File: src/rtl/core/ccmc_pkg.sv
`default_nettype none

package ccmc_pkg;

    localparam int COLOR_W = 4;           // width of one color digit
    localparam int HIST_W  = 11;          // per-column bin width
    localparam int TOTAL_W = 21;          // kept totals, cell count, result

    localparam int NUM_COLORS_DEF  = 10;
    localparam int QUEUE_DEPTH     = 4;
    localparam int QUEUE_PTR_W     = $clog2(QUEUE_DEPTH);

    localparam logic [HIST_W-1:0]  HIST_MAX  = {HIST_W{1'b1}};
    localparam logic [TOTAL_W-1:0] TOTAL_MAX = {TOTAL_W{1'b1}};

    // classified cell word, front to back
    typedef struct packed {
        logic [COLOR_W-1:0] color;
        logic               color_ok;   // color lies inside the palette
        logic               close;      // column closes on this cell
        logic               last;       // grid closes on this cell
    } item_t;

endpackage

`default_nettype wire

File: src/rtl/core/ccmc_front.sv
`default_nettype none

module ccmc_front #(
    parameter int NUM_COLORS = ccmc_pkg::NUM_COLORS_DEF
) (
    input  wire logic                         in_valid,
    output logic                              in_ready,
    input  wire logic [ccmc_pkg::COLOR_W-1:0] cell_color,
    input  wire logic                         column_end,
    input  wire logic                         grid_end,
    input  wire logic                         q_full,
    output logic                              q_push,
    output ccmc_pkg::item_t                   q_item
);

    assign in_ready = !q_full;
    assign q_push   = in_valid && !q_full;

    always_comb
    begin
        q_item.color    = cell_color;
        // one extra bit so a full 16-color palette compares correctly
        q_item.color_ok = ({1'b0, cell_color} < (ccmc_pkg::COLOR_W + 1)'(NUM_COLORS));
        q_item.close    = column_end || grid_end;
        q_item.last     = grid_end;
    end

endmodule

`default_nettype wire

File: src/rtl/core/ccmc_queue.sv
`default_nettype none

module ccmc_queue (
    input  wire logic            clk,
    input  wire logic            rst_n,
    input  wire logic            push,
    input  wire ccmc_pkg::item_t push_item,
    output logic                 full,
    output logic                 head_valid,
    output ccmc_pkg::item_t      head_item,
    input  wire logic            pop
);

    localparam int PW = ccmc_pkg::QUEUE_PTR_W;

    ccmc_pkg::item_t mem_reg [ccmc_pkg::QUEUE_DEPTH];
    ccmc_pkg::item_t mem_next [ccmc_pkg::QUEUE_DEPTH];
    logic [PW-1:0]   wr_ptr_reg, wr_ptr_next;
    logic [PW-1:0]   rd_ptr_reg, rd_ptr_next;
    logic [PW:0]     count_reg, count_next;

    assign full       = (count_reg == (PW + 1)'(ccmc_pkg::QUEUE_DEPTH));
    assign head_valid = (count_reg != '0);
    assign head_item  = mem_reg[rd_ptr_reg];

    always_comb
    begin
        mem_next    = mem_reg;
        wr_ptr_next = wr_ptr_reg;
        rd_ptr_next = rd_ptr_reg;
        count_next  = count_reg;
        if (push)
        begin
            mem_next[wr_ptr_reg] = push_item;
            wr_ptr_next          = wr_ptr_reg + PW'(1);
        end
        if (pop)
            rd_ptr_next = rd_ptr_reg + PW'(1);
        unique case ({push, pop})
            2'b10:   count_next = count_reg + (PW + 1)'(1);
            2'b01:   count_next = count_reg - (PW + 1)'(1);
            default: count_next = count_reg;
        endcase
    end

    always_ff @(posedge clk)
    begin
        mem_reg <= mem_next;
    end

    always_ff @(posedge clk or negedge rst_n)
    begin
        if (!rst_n)
        begin
            wr_ptr_reg <= '0;
            rd_ptr_reg <= '0;
            count_reg  <= '0;
        end
        else
        begin
            wr_ptr_reg <= wr_ptr_next;
            rd_ptr_reg <= rd_ptr_next;
            count_reg  <= count_next;
        end
    end

    a_count_bound: assert property (@(posedge clk) disable iff (!rst_n)
        count_reg <= (PW + 1)'(ccmc_pkg::QUEUE_DEPTH))
        else $error("queue count past depth");

    a_no_pop_empty: assert property (@(posedge clk) disable iff (!rst_n)
        pop |-> head_valid)
        else $error("pop from empty queue");

    a_no_push_full: assert property (@(posedge clk) disable iff (!rst_n)
        push |-> !full || pop)
        else $error("push into full queue");

endmodule

`default_nettype wire

File: src/rtl/core/ccmc_back.sv
`default_nettype none

module ccmc_back #(
    parameter int NUM_COLORS = ccmc_pkg::NUM_COLORS_DEF
) (
    input  wire logic                          clk,
    input  wire logic                          rst_n,
    input  wire logic                          item_valid,
    input  wire ccmc_pkg::item_t               item,
    output logic                               item_ready,
    output logic                               snap_load,
    output logic [ccmc_pkg::TOTAL_W-1:0]       snap_best [NUM_COLORS],
    output logic [ccmc_pkg::TOTAL_W-1:0]       snap_cells,
    input  wire logic                          snap_ready
);

    localparam int TW     = ccmc_pkg::TOTAL_W;
    localparam int HW     = ccmc_pkg::HIST_W;
    localparam int CW     = ccmc_pkg::COLOR_W;
    localparam int LV     = $clog2(NUM_COLORS);
    localparam int LEAVES = 1 << LV;

    logic [HW-1:0] hist_reg [NUM_COLORS];
    logic [HW-1:0] hist_next [NUM_COLORS];
    logic [TW-1:0] best_reg [NUM_COLORS];
    logic [TW-1:0] best_next [NUM_COLORS];
    logic [TW-1:0] cells_reg, cells_next;

    // top-two tree over the kept totals
    logic [TW-1:0] t1 [LV+1][LEAVES];
    logic [TW-1:0] t2 [LV+1][LEAVES];
    logic [CW-1:0] ix [LV+1][LEAVES];
    logic [TW-1:0] top1, top2;
    logic [CW-1:0] top_ix;

    logic [HW-1:0] hist_inc [NUM_COLORS];
    logic [TW:0]   sum_w [NUM_COLORS];
    logic [TW-1:0] best_new [NUM_COLORS];
    logic [TW-1:0] cells_inc;
    logic          pop;

    always_comb
    begin
        for (int l = 0; l <= LV; l++)
        begin
            for (int n = 0; n < LEAVES; n++)
            begin
                t1[l][n] = '0;
                t2[l][n] = '0;
                ix[l][n] = '0;
            end
        end
        for (int n = 0; n < NUM_COLORS; n++)
        begin
            t1[0][n] = best_reg[n];
            ix[0][n] = CW'(n);
        end
        for (int l = 0; l < LV; l++)
        begin
            for (int n = 0; n < (LEAVES >> (l + 1)); n++)
            begin
                if (t1[l][2*n] >= t1[l][2*n+1])
                begin
                    t1[l+1][n] = t1[l][2*n];
                    ix[l+1][n] = ix[l][2*n];
                    t2[l+1][n] = (t2[l][2*n] >= t1[l][2*n+1]) ? t2[l][2*n] : t1[l][2*n+1];
                end
                else
                begin
                    t1[l+1][n] = t1[l][2*n+1];
                    ix[l+1][n] = ix[l][2*n+1];
                    t2[l+1][n] = (t2[l][2*n+1] >= t1[l][2*n]) ? t2[l][2*n+1] : t1[l][2*n];
                end
            end
        end
        top1   = t1[LV][0];
        top2   = t2[LV][0];
        top_ix = ix[LV][0];
    end

    always_comb
    begin
        for (int c = 0; c < NUM_COLORS; c++)
        begin
            hist_inc[c] = hist_reg[c] + HW'(item.color_ok && (item.color == CW'(c))
                                            && (hist_reg[c] != ccmc_pkg::HIST_MAX));
            sum_w[c]    = {1'b0, ((top_ix == CW'(c)) ? top2 : top1)} + (TW + 1)'(hist_inc[c]);
            // carry out means past the top of the total range
            best_new[c] = sum_w[c][TW] ? ccmc_pkg::TOTAL_MAX : sum_w[c][TW-1:0];
        end
        cells_inc = (cells_reg == ccmc_pkg::TOTAL_MAX) ? cells_reg : cells_reg + TW'(1);
    end

    assign item_ready = !item.last || snap_ready;
    assign pop        = item_valid && item_ready;
    assign snap_load  = pop && item.last;
    assign snap_best  = best_new;
    assign snap_cells = cells_inc;

    always_comb
    begin
        hist_next  = hist_reg;
        best_next  = best_reg;
        cells_next = cells_reg;
        if (pop)
        begin
            priority if (item.last)
            begin
                for (int c = 0; c < NUM_COLORS; c++)
                begin
                    hist_next[c] = '0;
                    best_next[c] = '0;
                end
                cells_next = '0;
            end
            else if (item.close)
            begin
                for (int c = 0; c < NUM_COLORS; c++)
                    hist_next[c] = '0;
                best_next  = best_new;
                cells_next = cells_inc;
            end
            else
            begin
                hist_next  = hist_inc;
                cells_next = cells_inc;
            end
        end
    end

    always_ff @(posedge clk or negedge rst_n)
    begin
        if (!rst_n)
        begin
            for (int c = 0; c < NUM_COLORS; c++)
            begin
                hist_reg[c] <= '0;
                best_reg[c] <= '0;
            end
            cells_reg <= '0;
        end
        else
        begin
            hist_reg  <= hist_next;
            best_reg  <= best_next;
            cells_reg <= cells_next;
        end
    end

    a_grid_clears: assert property (@(posedge clk) disable iff (!rst_n)
        snap_load |=> (cells_reg == '0) && (best_reg[0] == '0) && (hist_reg[0] == '0))
        else $error("state not cleared after grid end");

endmodule

`default_nettype wire

File: src/rtl/core/ccmc_result.sv
`default_nettype none

module ccmc_result #(
    parameter int NUM_COLORS = ccmc_pkg::NUM_COLORS_DEF
) (
    input  wire logic                          clk,
    input  wire logic                          rst_n,
    input  wire logic                          snap_load,
    input  wire logic [ccmc_pkg::TOTAL_W-1:0]  snap_best [NUM_COLORS],
    input  wire logic [ccmc_pkg::TOTAL_W-1:0]  snap_cells,
    output logic                               snap_ready,
    output logic                               out_valid,
    input  wire logic                          out_ready,
    output logic [ccmc_pkg::TOTAL_W-1:0]       min_changes
);

    localparam int TW     = ccmc_pkg::TOTAL_W;
    localparam int LV     = $clog2(NUM_COLORS);
    localparam int LEAVES = 1 << LV;

    logic          snap_valid_reg, snap_valid_next;
    logic [TW-1:0] snap_best_reg [NUM_COLORS];
    logic [TW-1:0] snap_best_next [NUM_COLORS];
    logic [TW-1:0] snap_cells_reg, snap_cells_next;
    logic          out_valid_reg, out_valid_next;
    logic [TW-1:0] min_changes_reg, min_changes_next;

    logic [TW-1:0] mx [LV+1][LEAVES];
    logic [TW-1:0] best;
    logic          move;

    // max tree over the final totals
    always_comb
    begin
        for (int l = 0; l <= LV; l++)
        begin
            for (int n = 0; n < LEAVES; n++)
                mx[l][n] = '0;
        end
        for (int n = 0; n < NUM_COLORS; n++)
            mx[0][n] = snap_best_reg[n];
        for (int l = 0; l < LV; l++)
        begin
            for (int n = 0; n < (LEAVES >> (l + 1)); n++)
                mx[l+1][n] = (mx[l][2*n] >= mx[l][2*n+1]) ? mx[l][2*n] : mx[l][2*n+1];
        end
        best = mx[LV][0];
    end

    assign move       = snap_valid_reg && (!out_valid_reg || out_ready);
    assign snap_ready = !snap_valid_reg || move;

    always_comb
    begin
        snap_valid_next  = snap_valid_reg;
        snap_best_next   = snap_best_reg;
        snap_cells_next  = snap_cells_reg;
        out_valid_next   = out_valid_reg;
        min_changes_next = min_changes_reg;
        if (out_valid_reg && out_ready)
            out_valid_next = 1'b0;
        if (move)
        begin
            snap_valid_next  = 1'b0;
            out_valid_next   = 1'b1;
            min_changes_next = (snap_cells_reg > best) ? snap_cells_reg - best : '0;
        end
        if (snap_load)
        begin
            snap_valid_next = 1'b1;
            snap_best_next  = snap_best;
            snap_cells_next = snap_cells;
        end
    end

    always_ff @(posedge clk)
    begin
        snap_best_reg   <= snap_best_next;
        snap_cells_reg  <= snap_cells_next;
        min_changes_reg <= min_changes_next;
    end

    always_ff @(posedge clk or negedge rst_n)
    begin
        if (!rst_n)
        begin
            snap_valid_reg <= 1'b0;
            out_valid_reg  <= 1'b0;
        end
        else
        begin
            snap_valid_reg <= snap_valid_next;
            out_valid_reg  <= out_valid_next;
        end
    end

    assign out_valid   = out_valid_reg;
    assign min_changes = min_changes_reg;

    a_snap_holds: assert property (@(posedge clk) disable iff (!rst_n)
        (snap_valid_reg && !snap_ready) |=> snap_valid_reg && $stable(snap_cells_reg))
        else $error("snapshot lost while result stalled");

    a_load_only_free: assert property (@(posedge clk) disable iff (!rst_n)
        snap_load |-> snap_ready)
        else $error("snapshot overwritten");

endmodule

`default_nettype wire

File: src/rtl/core/column_coloring_min_changes_dp_core.sv
// Column coloring, fewest changes (paint-house DP) core.
// Input channel: in_valid/in_ready carry one grid cell per word: cell_color,
// column_end (last cell of a column) and grid_end (last cell of the grid,
// also closes the column). Cells come column by column.
// Output channel: out_valid/out_ready carry one min_changes word per grid,
// the cell count minus the best kept total over all colors.
// Throughput: one cell per cycle while in_ready is high, including column and
// grid closes; the NUM_COLORS-way top-two update is a parallel tree in the
// back end, so a column may be a single cell long.
// A grid_end cell is written into the queue; at the queue head it loads the
// final snapshot register, and a max tree over that snapshot then fills the
// output register.
// A four-word queue sits between the classifying front end and the DP back
// end. When out_ready is low the output register and one final snapshot
// hold; a third grid_end then waits in the queue while later cells fill it,
// after which in_ready drops.
// Reset (rst_n, async low) empties the queue and clears the histogram, kept
// totals and cell count; after every grid end that state clears again.
`default_nettype none

module column_coloring_min_changes_dp_core #(
    parameter int NUM_COLORS = ccmc_pkg::NUM_COLORS_DEF
) (
    input  wire logic                         clk,
    input  wire logic                         rst_n,
    input  wire logic                         in_valid,
    output logic                              in_ready,
    input  wire logic [ccmc_pkg::COLOR_W-1:0] cell_color,
    input  wire logic                         column_end,
    input  wire logic                         grid_end,
    output logic                              out_valid,
    input  wire logic                         out_ready,
    output logic [ccmc_pkg::TOTAL_W-1:0]      min_changes
);

    logic                         q_full;
    logic                         q_push;
    ccmc_pkg::item_t              q_item;
    logic                         head_valid;
    ccmc_pkg::item_t              head_item;
    logic                         head_ready;
    logic                         head_pop;
    logic                         snap_load;
    logic                         snap_ready;
    logic [ccmc_pkg::TOTAL_W-1:0] snap_best [NUM_COLORS];
    logic [ccmc_pkg::TOTAL_W-1:0] snap_cells;

    // front: palette check and close flags
    ccmc_front #(
        .NUM_COLORS (NUM_COLORS)
    ) u_front (
        .in_valid   (in_valid),
        .in_ready   (in_ready),
        .cell_color (cell_color),
        .column_end (column_end),
        .grid_end   (grid_end),
        .q_full     (q_full),
        .q_push     (q_push),
        .q_item     (q_item)
    );

    ccmc_queue u_queue (
        .clk        (clk),
        .rst_n      (rst_n),
        .push       (q_push),
        .push_item  (q_item),
        .full       (q_full),
        .head_valid (head_valid),
        .head_item  (head_item),
        .pop        (head_pop)
    );

    // back: histogram, kept totals, cell count
    ccmc_back #(
        .NUM_COLORS (NUM_COLORS)
    ) u_back (
        .clk        (clk),
        .rst_n      (rst_n),
        .item_valid (head_valid),
        .item       (head_item),
        .item_ready (head_ready),
        .snap_load  (snap_load),
        .snap_best  (snap_best),
        .snap_cells (snap_cells),
        .snap_ready (snap_ready)
    );

    assign head_pop = head_valid && head_ready;

    // final max, subtract, output register
    ccmc_result #(
        .NUM_COLORS (NUM_COLORS)
    ) u_result (
        .clk         (clk),
        .rst_n       (rst_n),
        .snap_load   (snap_load),
        .snap_best   (snap_best),
        .snap_cells  (snap_cells),
        .snap_ready  (snap_ready),
        .out_valid   (out_valid),
        .out_ready   (out_ready),
        .min_changes (min_changes)
    );

endmodule

`default_nettype wire
File: config.mk
export PLATFORM = sky130hd
export DESIGN_NAME = column_coloring_min_changes_dp_core
export DESIGN_NICKNAME = d
export VERILOG_FILES = /design/src/rtl/core/ccmc_pkg.sv /design/src/rtl/core/ccmc_front.sv /design/src/rtl/core/ccmc_queue.sv /design/src/rtl/core/ccmc_back.sv /design/src/rtl/core/ccmc_result.sv /design/src/rtl/core/column_coloring_min_changes_dp_core.sv
export SDC_FILE = /design/constraint.sdc
export NUM_CORES = 2
export LEC_CHECK = 0
export BUFFER_PORTS_ARGS = -buffer_cell sky130_fd_sc_hd__buf_4
export CAP_MARGIN = 5
export CORE_AREA = 2 2 341 343
export DETAILED_ROUTE_END_ITERATION = 16
export DIE_AREA = 0 0 343 345
export SETUP_SLACK_MARGIN = 0.4
export SYNTH_ARGS = -nofsm -noshare
export SYNTH_HDL_FRONTEND = slang
export SYNTH_SLANG_ARGS = --single-unit
File: constraint.sdc
create_clock -name clk -period 28.5 [get_ports clk]
set_input_delay 4.275 -clock clk [delete_from_list [all_inputs] [get_ports clk]]
set_output_delay 4.275 -clock clk [all_outputs]
set_load 0.01 [all_outputs]
# Yosys cells after proc, flatten, opt, wreduce, memory -nomap -nowiden
# Index checks and enable logic that the tools add are counted.
op_classes:
  addsub: 26
  order_cmp: 49
  eq_ne: 32
  muxes: 103
  n_bitwise: 2
  n_reduce_logical: 42
op_table:
  columns: ["op", "count"]
  rows:
  - ["21-bit 2-to-1 mux", 77]
  - ["21-bit greater-or-equal comparator", 26]
  - ["210-bit 2-to-1 mux", 2]
  - ["1-bit by 21-bit greater-or-equal comparator with 1-bit output, first input constant", 12]
  - ["21-bit by 11-bit adder with 22-bit output", 10]
  - ["110-bit 2-to-1 mux", 2]
  - ["21-bit by 1-bit greater-or-equal comparator with 1-bit output, second input constant", 6]
  - ["11-bit by 1-bit adder with 11-bit output", 10]
  - ["11-bit != test, second input constant", 10]
  - ["4-bit by 3-bit equality test with 1-bit output, second input constant", 8]
  - ["28-bit bitwise mux", 1]
  - ["1-bit logical AND", 26]
  - ["4-bit 2-to-1 mux", 6]
  - ["21-bit by 1-bit adder with 21-bit output, second input constant", 1]
  - ["21-bit equality test, second input constant", 1]
  - ["21-bit greater-than comparator", 1]
  - ["7-bit 2-to-1 mux", 3]
  - ["21-bit subtractor", 1]
  - ["4-bit by 2-bit equality test with 1-bit output, second input constant", 4]
  - ["4-bit equality test, second input constant", 4]
  - ["7-bit binary-select mux with 2-bit select", 1]
  - ["7-bit demux with 2-bit select", 1]
  - ["1-bit 2-to-1 mux", 9]
  - ["4-bit by 1-bit equality test with 1-bit output, second input constant", 2]
  - ["17 further kinds", 30]
totals:
  register_bits: 630
  in_bits: 10
  output_inout_bits: 23
  wordCells: 308

# Logic depth before layout (Yosys ltp)
logic_depth:
  ltp_word: 17
  depth_mapped: 79
  depth_no_buf: 76

# Cells and area by module
# From an unflattened synthesis, not the netlist that was laid out.
unflattened:
  hier_cells: 6500
  hier_area_um2: 57537.7
by_module_without_submodules:
  columns: ["mod", "instances", "cells_per_inst", "area_per_inst_um2", "seq_area_each_um2"]
  rows:
  - ["ccmc_back", 1, 4911, 39517.9, 8533.2]
  - ["ccmc_result", 1, 1509, 16552.1, 7617.3]
  - ["ccmc_queue", 1, 70, 1402.6, 1016.0]
  - ["ccmc_front", 1, 9, 58.8, 0.0]
  - ["column_coloring_min_changes_dp_core", 1, 1, 6.3, 0.0]

# Worst setup path before layout
# Ideal clock, no wire load.
synth_path:
  path_kind: "reg-to-reg"
  from: "register u_back.best_reg[188] (netlist bit)"
  to: "register u_back.best_reg[41] (netlist bit)"
  setup_time_ps: 121
  arrival_time_ps: 14216
  required_ps: 28379
  path_slack_ps: 14163
  path_stages_with_launch: 73
  path_buffers: 17
  period_less_slack_ps: 14337
  cell_sequence: "dfrtp_1 > inv_1 > ha_1 > nand2_1 > o21ai_0 > nor2_1 > o211a_1 > buf_2 > nor2_1 > clkbuf_1 > buf_1 > a21oi_1 > inv_1 > ha_1 > and3_1 > a221o_1 > a221oi_1 > o21a_1 > [37 not listed] > ha_1 > inv_1 > fa_1 > nor2b_1 > o21ai_0 > a21boi_0 > o21ai_0 > a21boi_0 > o21ai_0 > a21boi_0 > o21ai_0 > a21boi_0 > o21ai_1 > a211o_1 > or3_1 > nor3_1 > mux2_2 > a22o_1"
synth_lines:
  columns: ["element", "line", "text"]
  rows:
  - ["start, declared", "ccmc_back.sv:25", "logic [TW-1:0] best_reg [NUM_COLORS];"]
  - ["start signal, assigned", "ccmc_back.sv:145", "best_reg <= best_next;"]

==> impl_metrics.tcl <==
set metrics [dict create \
    hold_class "flip-flop to flip-flop" \
    netlist_area_um2 56900 \
    path_class "flip-flop to flip-flop" \
    syn_avg_cell_area_um2 8.36 \
    maxSlewViolCount 0 \
    htreeDepth 3 \
    dieArea_um2 118000 \
    cts_setup_buffers 0 \
    synthesis.nets 7540 \
    yosysSeqAreaShare_pct 30.1 \
    final_nets 7455 \
    cts_buffers 76 \
    critPathSlowestCell "o211ai_2" \
    worst_path_most_repeated_cell "a21oi_1" \
    ctsResizeCount 0 \
    maxCapViolCount 0 \
    setup_violations 0 \
    outcome "finished clean" \
    routed-via-count 53300 \
    clk_pin_slew_ns 0.06 \
    synth-main-ff-cell "dfrtp_1" \
    die_w_um 343 \
    rsz0062_at_grt "no" \
    pin_count 33 \
    drt-total-wl_um 235000 \
    grt_antenna_before_repair 9 \
    drive_gt1_share_pct 7.20 \
    synthArstFlopShare_pct 55.6 \
    fmax_mhz 58.0 \
    clk_latency_ns 0.68 \
    die-height_um 345 \
    post-route-min-period_ns 17.25 \
    drt_iter0_drc 6143 \
    tns_ns 0 \
    viasPerCell 6.41 \
    port-buffer-count 32 \
    period_share_pct 60.5 \
    crit_arrival_ns 17.67 \
    tritoncts "done" \
    ant_nets 0 \
    grt_max_degree 128 \
    r2r_setup_slack_ns 11.25 \
    clock_tree.root_cell "clkbuf_16" \
    hpwl_um 186000 \
    startpoint_type "flip-flop" \
    synth_seq_cells 630 \
    tightest_slew_ns 1.38 \
    place_congestion 1.04 \
    row_count 125 \
    area_delta_synth_final_pct 8.15 \
    ys_types 109 \
    critPathMaxStageDelay_ns 1.00 \
    fin_skew_ns 0.0444 \
    synthCells 6815 \
    drtPass1Iterations 8 \
    maxSlewHeadroom_pct 7.83 \
    grt_pass1_wl_um 339000 \
    wl_per_cell_um 28.2 \
    worstPathMaxFanout 61 \
    fp.coreArea_um2 115000 \
    synth_enable_flop_cells 280 \
    clockBufferDepth 3 \
    worstPathRequired_ns 28.92 \
    start_util_pct 49.5 \
    yosysWarningCount 0 \
    clkSinkCount 630 \
    hold_ws_ns 0.488 \
    endpoint_kind "flip-flop" \
    finalHoldViolations 0 \
    remaining_drc_errors 0 \
    grtUsageTotal_pct 39.0 \
    first_global_vias 48900 \
    ctsHoldBuffers 0 \
    overflow 0 \
]
-- per-layer routing --
metal	wire length [µm]	up-vias	global-route usage, %
met5	25	-	0
met4	14200	4	20.0
met3	22800	489	7.82
met2	95700	2528	55.1
met1	102000	25700	55.9
li1	-	24500	-
-- cell usage after synthesis (all sizes together) (13+ instances only) --
| master | n | area share [%] |
|---|---|---|
| and3 | 96 | 1.1 |
| o211a | 17 | 0.30 |
| a21o | 155 | 2.0 |
| a31oi | 61 | 0.74 |
| xor2 | 97 | 1.5 |
| a211oi | 80 | 1.2 |
| dfrtp | 350 | 15 |
| o211ai | 83 | 1.1 |
| nand2 | 835 | 5.6 |
| nor4 | 31 | 0.47 |
| buf | 77 | 0.74 |
| nor3 | 102 | 0.92 |
| o31ai | 32 | 0.44 |
| nand4 | 120 | 1.3 |
| o21a | 55 | 0.73 |
| o21ai | 643 | 5.7 |
| o21bai | 23 | 0.30 |
| a21boi | 38 | 0.50 |
| a22o | 157 | 2.4 |
| inv | 518 | 3.4 |
| a31o | 13 | 0.20 |
| o2111ai | 20 | 0.31 |
| clkbuf | 246 | 1.6 |
| or2 | 38 | 0.42 |
| or3 | 22 | 0.24 |
| and4 | 20 | 0.31 |
| edfxtp | 280 | 15 |
| ha | 703 | 15 |
| nand3 | 218 | 1.9 |
| mux2 | 52 | 1.0 |
| a211o | 23 | 0.36 |
| nor2b | 79 | 0.87 |
| o221ai | 14 | 0.23 |
| o311ai | 17 | 0.26 |
| and2 | 48 | 0.53 |
| mux2i | 151 | 2.7 |
| xnor2 | 143 | 2.2 |
| nand2b | 57 | 0.63 |
| a21oi | 517 | 4.6 |
| nor2 | 438 | 2.9 |
-- metrics by stage --
step / area [µm²] / std cells / util, % / setup slack, ns
5_1_grt: 61600 / 8317 / 53.5 / 10.52
6_report: 61600 / 8320 / 53.5 / 11.25
3_3_place_gp: 59000 / 8175 / 51.2 / 11.88
4_1_cts: 61600 / 8317 / 53.5 / 11.92
3_5_place_dp: 59000 / 8176 / 51.2 / 12.00
2_1_floorplan: 56900 / 6815 / - / 14.16
-- critical path, delay by kind of cell, from the launching register on --
| family | cells | cell delay [ns] |
|---|---|---|
| buf+inv | 8 | 2.43 |
| simple gates | 17 | 3.59 |
| fa+ha+maj | 5 | 1.60 |
| flops | 1 | 0.41 |
| compound gates | 26 | 8.82 |
-- layout by cell type (no fill, tap or decap), types with 21 or more instances in the layout --
cell type / n
nand2_1: 816
ha_1: 703
o21ai_0: 600
inv_1: 518
a21oi_1: 504
nor2_1: 432
dfrtp_1: 350
edfxtp_1: 280
nand3_1: 216
a22o_1: 157
buf_4: 156
a21o_1: 154
mux2i_1: 148
xnor2_1: 143
nand4_1: 119
nor3_1: 98
xor2_1: 97
and3_1: 96
clkbuf_16: 81
o211ai_1: 80
nor2b_1: 79
a211oi_1: 72
nand2b_1: 57
a31oi_1: 54
o21a_1: 53
mux2_2: 49
and2_1: 46
o21ai_1: 35
a21boi_0: 33
or2_2: 31
o31ai_1: 30
o21bai_1: 23
or3_1: 22
a211o_1: 21
-- layout make-up --
class / instances / area, µm²
multi-input combinational: 5342 / 36700
antenna: 3 / 7.51
clock inverter: 32 / 400
fill: 10900 / 53500
tap: 1524 / 1910
clock buffer: 109 / 2220
sequential: 630 / 17200
inverter: 520 / 1960
timing repair buffer: 160 / 1230
-- cells by family (layout without fill, tap and decap cells) --
logic type,after synthesis,count (layout),share of synthesized area (%)
simple gates,2134,2134,17.6
compound gates,2044,2044,23.0
buf+inv,843,821,5.79
fa+ha+maj,715,715,15.9
flops,630,630,30.1
xor+xnor,240,240,3.69
mux,209,209,3.94
other cells,0,3,0
-- path summary, 6_finish.rpt --
check                                   startpoint                   end  cells past startpoint
min in group asynchronous                    rst_n   u_back.hist_reg[22]                      1
min                        u_result.snap_valid_reg    u_result.out_valid                      1
max in group asynchronous                    rst_n  u_back.best_reg[143]                      4
max reg2reg                   u_back.best_reg[184]     u_result.mx[1653]                     56
max                           u_back.best_reg[184]     u_result.mx[1653]                     56
min reg2reg                u_result.snap_valid_reg    u_result.out_valid                      1
Power is not shown: default switching activity piles up to over one toggle a cycle in this logic, so the estimate is an artifact.
